## config.mk

```make
export PLATFORM = sky130hd
export DESIGN_NAME = oaht_ram
export DESIGN_NICKNAME = d
export VERILOG_FILES = /design/src/rtl/oaht_ram.sv
export SDC_FILE = /design/constraint.sdc
export NUM_CORES = 2
export LEC_CHECK = 0
export BUFFER_PORTS_ARGS = -buffer_cell sky130_fd_sc_hd__buf_4
export CORE_MARGIN = 3
export CORE_UTILIZATION = 30
export DETAILED_ROUTE_END_ITERATION = 7
export GPL_TIMING_DRIVEN = 1
export PLACE_DENSITY = 0.41
export RECOVER_POWER = 100
export SYNTH_ARGS = -nofsm -noshare
export SYNTH_HDL_FRONTEND = slang
export SYNTH_SLANG_ARGS = --single-unit
```

## constraint.sdc

```tcl
create_clock -name clk -period 4.1 [get_ports clk]
set_input_delay 0.41 -clock clk [delete_from_list [all_inputs] [get_ports clk]]
set_output_delay 0.41 -clock clk [all_outputs]
set_load 0.02 [all_outputs]
```

## src/rtl/oaht_ram.sv

```systemverilog
// Generic single-port-write, single-port-read RAM with registered read.
// No dependencies.
module oaht_ram #(
    parameter int WIDTH = 8,
    parameter int DEPTH = 256
) (
    input  logic                     clk,
    input  logic                     we,
    input  logic [$clog2(DEPTH)-1:0] waddr,
    input  logic [WIDTH-1:0]         wdata,
    input  logic [$clog2(DEPTH)-1:0] raddr,
    output logic [WIDTH-1:0]         rdata
);

    logic [WIDTH-1:0] mem [DEPTH];

    always_ff @(posedge clk)
    begin
        if (we)
        begin
            mem[waddr] <= wdata;
        end
        rdata <= mem[raddr];
    end

endmodule
```

* Word-level counts from Yosys, hierarchy flattened
Memories as Yosys holds them, arrays and structs flattened. A register that Yosys moved wholly into a read port is not among the register bits. Cells that the tools add are included.
Word-level totals: memories kept 1, word-level logic and storage cells 3, output and inout bits 8, input bits 26, bits in read-only memories 0, memory bits (writable) 2048, bits in latches 0, flip-flop bits (word level) 0
Memories:
- mem | depth 256, bits a word 8, read ports 1, clocked after Yosys merged registers in 1, wr ports 1, RTL line 15 | logic [WIDTH-1:0] mem [DEPTH];
Cells by class: div/mod/pow operators 0, equality and inequality tests 0, magnitude comparators 0, bitwise logic cells 0, shifts and indexed selects 0, multipliers 0, reductions and logical operators 0, add/subtract/negate cells 0, multiplexer cells 2
Operator list (count):
- 2-to-1 mux 1 bit | 2

* Logic depth before layout (Yosys ltp)
depth in word-level cells 2, depth in mapped cells 11, mapped depth without buffers 6

* Worst setup path after synthesis
OpenSTA, ideal clock, no wires.
path kind input to register, start input raddr[0], end register rdata[2], read port of mem, setup slack 1.752 ns, data required time 3.969 ns, setup time 0.131 ns, stages 9, arrival 2.217 ns, path buffers 4, path through buf_6 > buf_12 > buf_8 > buf_2 > mux4_2 > a22oi_1 > a21oi_1 > nor4_1 > nor4_2
RTL lines:
- from (decl) | RTL line 11 | input logic [$clog2(DEPTH)-1:0] raddr,
- to (decl) | RTL line 12 | output logic [WIDTH-1:0] rdata

* Worst setup path after layout
start input waddr[0], end memory mem[32][6] (enable)
RTL lines:
- from (decl) | RTL line 9 | input logic [$clog2(DEPTH)-1:0] waddr,
- to (decl) | RTL line 15
Straight into the memory's write port.

==> impl_metrics.toml <==
[placement]
post_detailed_placement_half_perimeter_wirelength_mm = 146.5
place.gp.congestion = 0.7849
placed_cells = 7398
buffer_ports.inserted = 33

[floorplanning]
io_pins = 34
starting_utilization_of_the_core_area = 0.3022
core_ar_mm2 = 0.2632
floorplan.rows = 188
design.die.area_mm2 = 0.2714
dieWidth_um = 521.0
die_h_um = 521.0

[finish]
final_layout_size_suffix_gt1_frac = 0.2280
layout_commonest_cell = "sky130_fd_sc_hd__edfxtp_1"
finish.utilization = 0.3499
most-common-layout-cells = "sky130_fd_sc_hd__edfxtp_1 (2,048), sky130_fd_sc_hd__mux4_2 (454), sky130_fd_sc_hd__nor2_1 (279), sky130_fd_sc_hd__clkbuf_1 (230), sky130_fd_sc_hd__clkbuf_16 (223)"
final_cell_count_no_fill = 7802
syn_to_final_growth_pct = 15.77
fin_nets = 4134
filler_cell_count = 24600

[clock_tree]
resized_after_cts = 0
cts.path.max_buffers = 3
clkLatencyLatePin_ps = 850
cts_root_buffer = "sky130_fd_sc_hd__clkbuf_16"
tritoncts.num_buffers = 222
htree_levels = 4
clock-sinks = 2056
clkTransAtPathRegs_ps = 60
cts_setup_buffers = 0
clock_tree_from_tritoncts = "yes"

[drt]
drt_first_pass_iters = 5
drtAntennaViolNets = 0
post_route_drc = 0
vias = 39030
detail_route.wirelength_mm = 232.7
vias_per_cell = 5.002
drt_initial_violations = 3630
wire_per_inst_um = 29.82

[setup_path]
worst-endpoint-arrival_ps = 3950
critical_path.slowest_cell = "sky130_fd_sc_hd__clkbuf_1"
regToRegSetupSlack_ps = 1020
cp_top_family = "buffers and inverters"
r2r-start = "mem[27][5]"
worst_r2r_endpoint = "rdata[5]"
path_class = "input port to flip-flop"
r2r_cells = 7
cp.required_ps = 4480
crit_path_end_kind = "flip-flop"
crit_buf_inv = 2
cpPeakStageDelay_ps = 1870
crit_path_cell_trace = "clkbuf_1 -> nor2_1 -> nand3_2 -> clkbuf_1 -> nor2_1"
start_kind = "input port"
critPathMaxFanout = 13

[global_routing]
vias_in_the_first_global_route = 40180
grt_overflow_total = 0
grt_antenna_before_repair = 14
groute.usage.overall = 0.1702
grt_pass1_wl_mm = 328.4
grt_start_max_net_pins = 120

[hold_path]
worst_hold_path.num_cells = 3
timing.hold.worst.start = "waddr[1]"
whs_endpoint = "mem[151][0]"
holdCritPathClass = "input port to flip-flop"

[timing]
skew_ps = 28.37
tightest_slew_ps = 3771
relSlewSlack = -1.514
finalSetupViolations = 0
max_freq_ghz = 0.2797
timing.final.max_slew_violations = 1198
finalWorstPathRequiredPeriod_ps = 3575
unrepaired_setup_endpoints_after_global_routing = "false"
timing_hold_violations_final = 0
fin_crit_sh = 0.8719

[yosys]
ys.flop_type = "sky130_fd_sc_hd__edfxtp_1"
synth_area_per_cell_um2 = 21.31
synth_enable_flop_cells = 2048
ys_ff_latch = 2056
gate_count_post_synth = 3733
yosys_warnings = 0
postSynth.asyncResetShare = 0
syn_nets = 3759
post_synthesis_cell_type_count = 55
synth_sequential_area_ratio = 0.7750
synth_area_mm2 = 0.07956

[pwr]
power.static_leakage_uw = 0.02797
power_density_over_cell_area_mw_per_mm2 = 484.2
vdd_ir_drop_max_mv = 0.4384

[status]
violations = "max-capacitance violations, max-slew violations"
outcome = "finished, violations left"

[flow_run]
timing.max_cap.violations = 27
cells in the mapped netlist, types with 2 or more instances:
library cell	instances	area, µm²
sky130_fd_sc_hd__edfxtp_1	2048	61500
sky130_fd_sc_hd__mux4_2	454	10220
sky130_fd_sc_hd__nor2_1	282	1059
sky130_fd_sc_hd__mux2i_1	134	1341
sky130_fd_sc_hd__a22oi_1	133	998.5
sky130_fd_sc_hd__clkbuf_1	111	416.7
sky130_fd_sc_hd__a21oi_1	96	480.5
sky130_fd_sc_hd__o221ai_1	46	402.9
sky130_fd_sc_hd__nand3_1	34	170.2
sky130_fd_sc_hd__nand2_1	33	123.9
sky130_fd_sc_hd__buf_2	31	155.2
sky130_fd_sc_hd__nor2b_1	31	193.9
sky130_fd_sc_hd__o22ai_1	28	175.2
sky130_fd_sc_hd__buf_4	27	202.7
sky130_fd_sc_hd__nor4_1	24	150.1
sky130_fd_sc_hd__buf_1	22	82.58
sky130_fd_sc_hd__nor3_1	22	110.1
sky130_fd_sc_hd__buf_6	21	236.5
sky130_fd_sc_hd__a211oi_1	16	120.1
sky130_fd_sc_hd__a221oi_1	13	113.9
sky130_fd_sc_hd__buf_8	13	195.2
sky130_fd_sc_hd__nand4_1	10	62.56
sky130_fd_sc_hd__o211ai_1	10	75.07
sky130_fd_sc_hd__o21ai_0	10	50.05
sky130_fd_sc_hd__a22o_1	8	70.07
sky130_fd_sc_hd__buf_12	8	160.2
sky130_fd_sc_hd__dfxtp_1	8	160.2
sky130_fd_sc_hd__nand2b_1	8	50.05
sky130_fd_sc_hd__and2_1	6	37.54
sky130_fd_sc_hd__o22a_1	5	43.79
sky130_fd_sc_hd__o32ai_1	4	35.03
sky130_fd_sc_hd__or2_2	4	25.02
sky130_fd_sc_hd__nor4_2	3	37.54
sky130_fd_sc_hd__a2111oi_0	2	17.52
sky130_fd_sc_hd__a2111oi_1	2	20.02
sky130_fd_sc_hd__a311oi_1	2	17.52
sky130_fd_sc_hd__a31oi_1	2	12.51
sky130_fd_sc_hd__and3b_1	2	17.52
sky130_fd_sc_hd__mux4_1	2	52.55
sky130_fd_sc_hd__nand3b_1	2	15.01
sky130_fd_sc_hd__o21ai_1	2	10.01
stage by stage:
stage                     instance area, µm²  hold slack, ps  setup slack [ps]  setup TNS (ps)  total power, µW
after floorplan                        79560           508.9              1752               0            24780
after global placement                 86070           916.8            -103.1          -108.8            26070
after detailed placement               86070           921.7            -65.38          -65.38            26080
after CTS                              92920           21.22             870.9               0            45200
after global routing                   92090           162.3             415.8               0            46160
final                                  92100           199.9             525.1               0            44590
layout make-up:
type	instances	area, µm²	share of cell area
Sequential cell	2056	61660	0.6695
Multi-Input combinational cell	1442	16520	0.1794
Clock buffer	275	5806	0.06304
Tap cell	3515	4398	0.04775
Timing Repair Buffer	384	2651	0.02879
Clock inverter	122	1041	0.01130
Antenna cell	6	15.01	0.0001630
Inverter	2	7.507	0.00008151
flip-flops by register name, summed over array words and instances, names as in the netlist:
register and flops:
rdata 8, mem 2048
worst max-delay path by stage:
stage          startpoint         end  slack, ps  depth (start not counted)
2_1_floorplan    raddr[0]    rdata[2]       1750                          9
3_3_place_gp     raddr[0]    rdata[5]       -100                         10
3_5_place_dp     raddr[0]    rdata[5]        -70                         10
5_1_grt          raddr[0]    rdata[1]        420                         10
6_report         waddr[0]  mem[32][6]        530                          5
4_1_cts          raddr[0]    rdata[5]        870                         10
repair_timing:
item	CTS	global route
hold buffers	1	0
hold endpoints to repair	2	0
endpoints found under the setup margin	0	0
power breakdown:
| part | total [µW] | switching [µW] | internal [µW] | leakage (µW) |
|---|---|---|---|---|
| Combinational | 2300 | 1520 | 777 | 0.00617 |
| Sequential | 23300 | 54.7 | 23200 | 0.0185 |
| Clock | 19000 | 8330 | 10700 | 0.00333 |
| Total | 44600 | 9900 | 34700 | 0.0280 |
worst min-delay path, stage by stage:
cell                      delay (ps)
sky130_fd_sc_hd__buf_4           160
sky130_fd_sc_hd__nand3_1         150
sky130_fd_sc_hd__nor2_1          140
cell families after synthesis:
| group | after synthesis | share of synthesized area |
|---|---|---|
| multiplexers | 591 | 0.1462 |
| AO/OA/AOI/OAI | 385 | 0.03419 |
| AND/OR/NAND/NOR | 466 | 0.02628 |
| flip-flops | 2056 | 0.7750 |
| buffers and inverters | 235 | 0.01831 |
routing by layer:
| layer | vias to the layer above | wire, µm | track usage |
|---|---|---|---|
| li1 | 16500 | - | - |
| met4 | 2 | 4089 | 0.03266 |
| met3 | 264 | 9973 | 0.02421 |
| met2 | 919 | 113400 | 0.2783 |
| met5 | - | 8 | 0 |
| met1 | 21340 | 105200 | 0.2433 |
No activity file was read; power rests on OpenSTA's default activity.
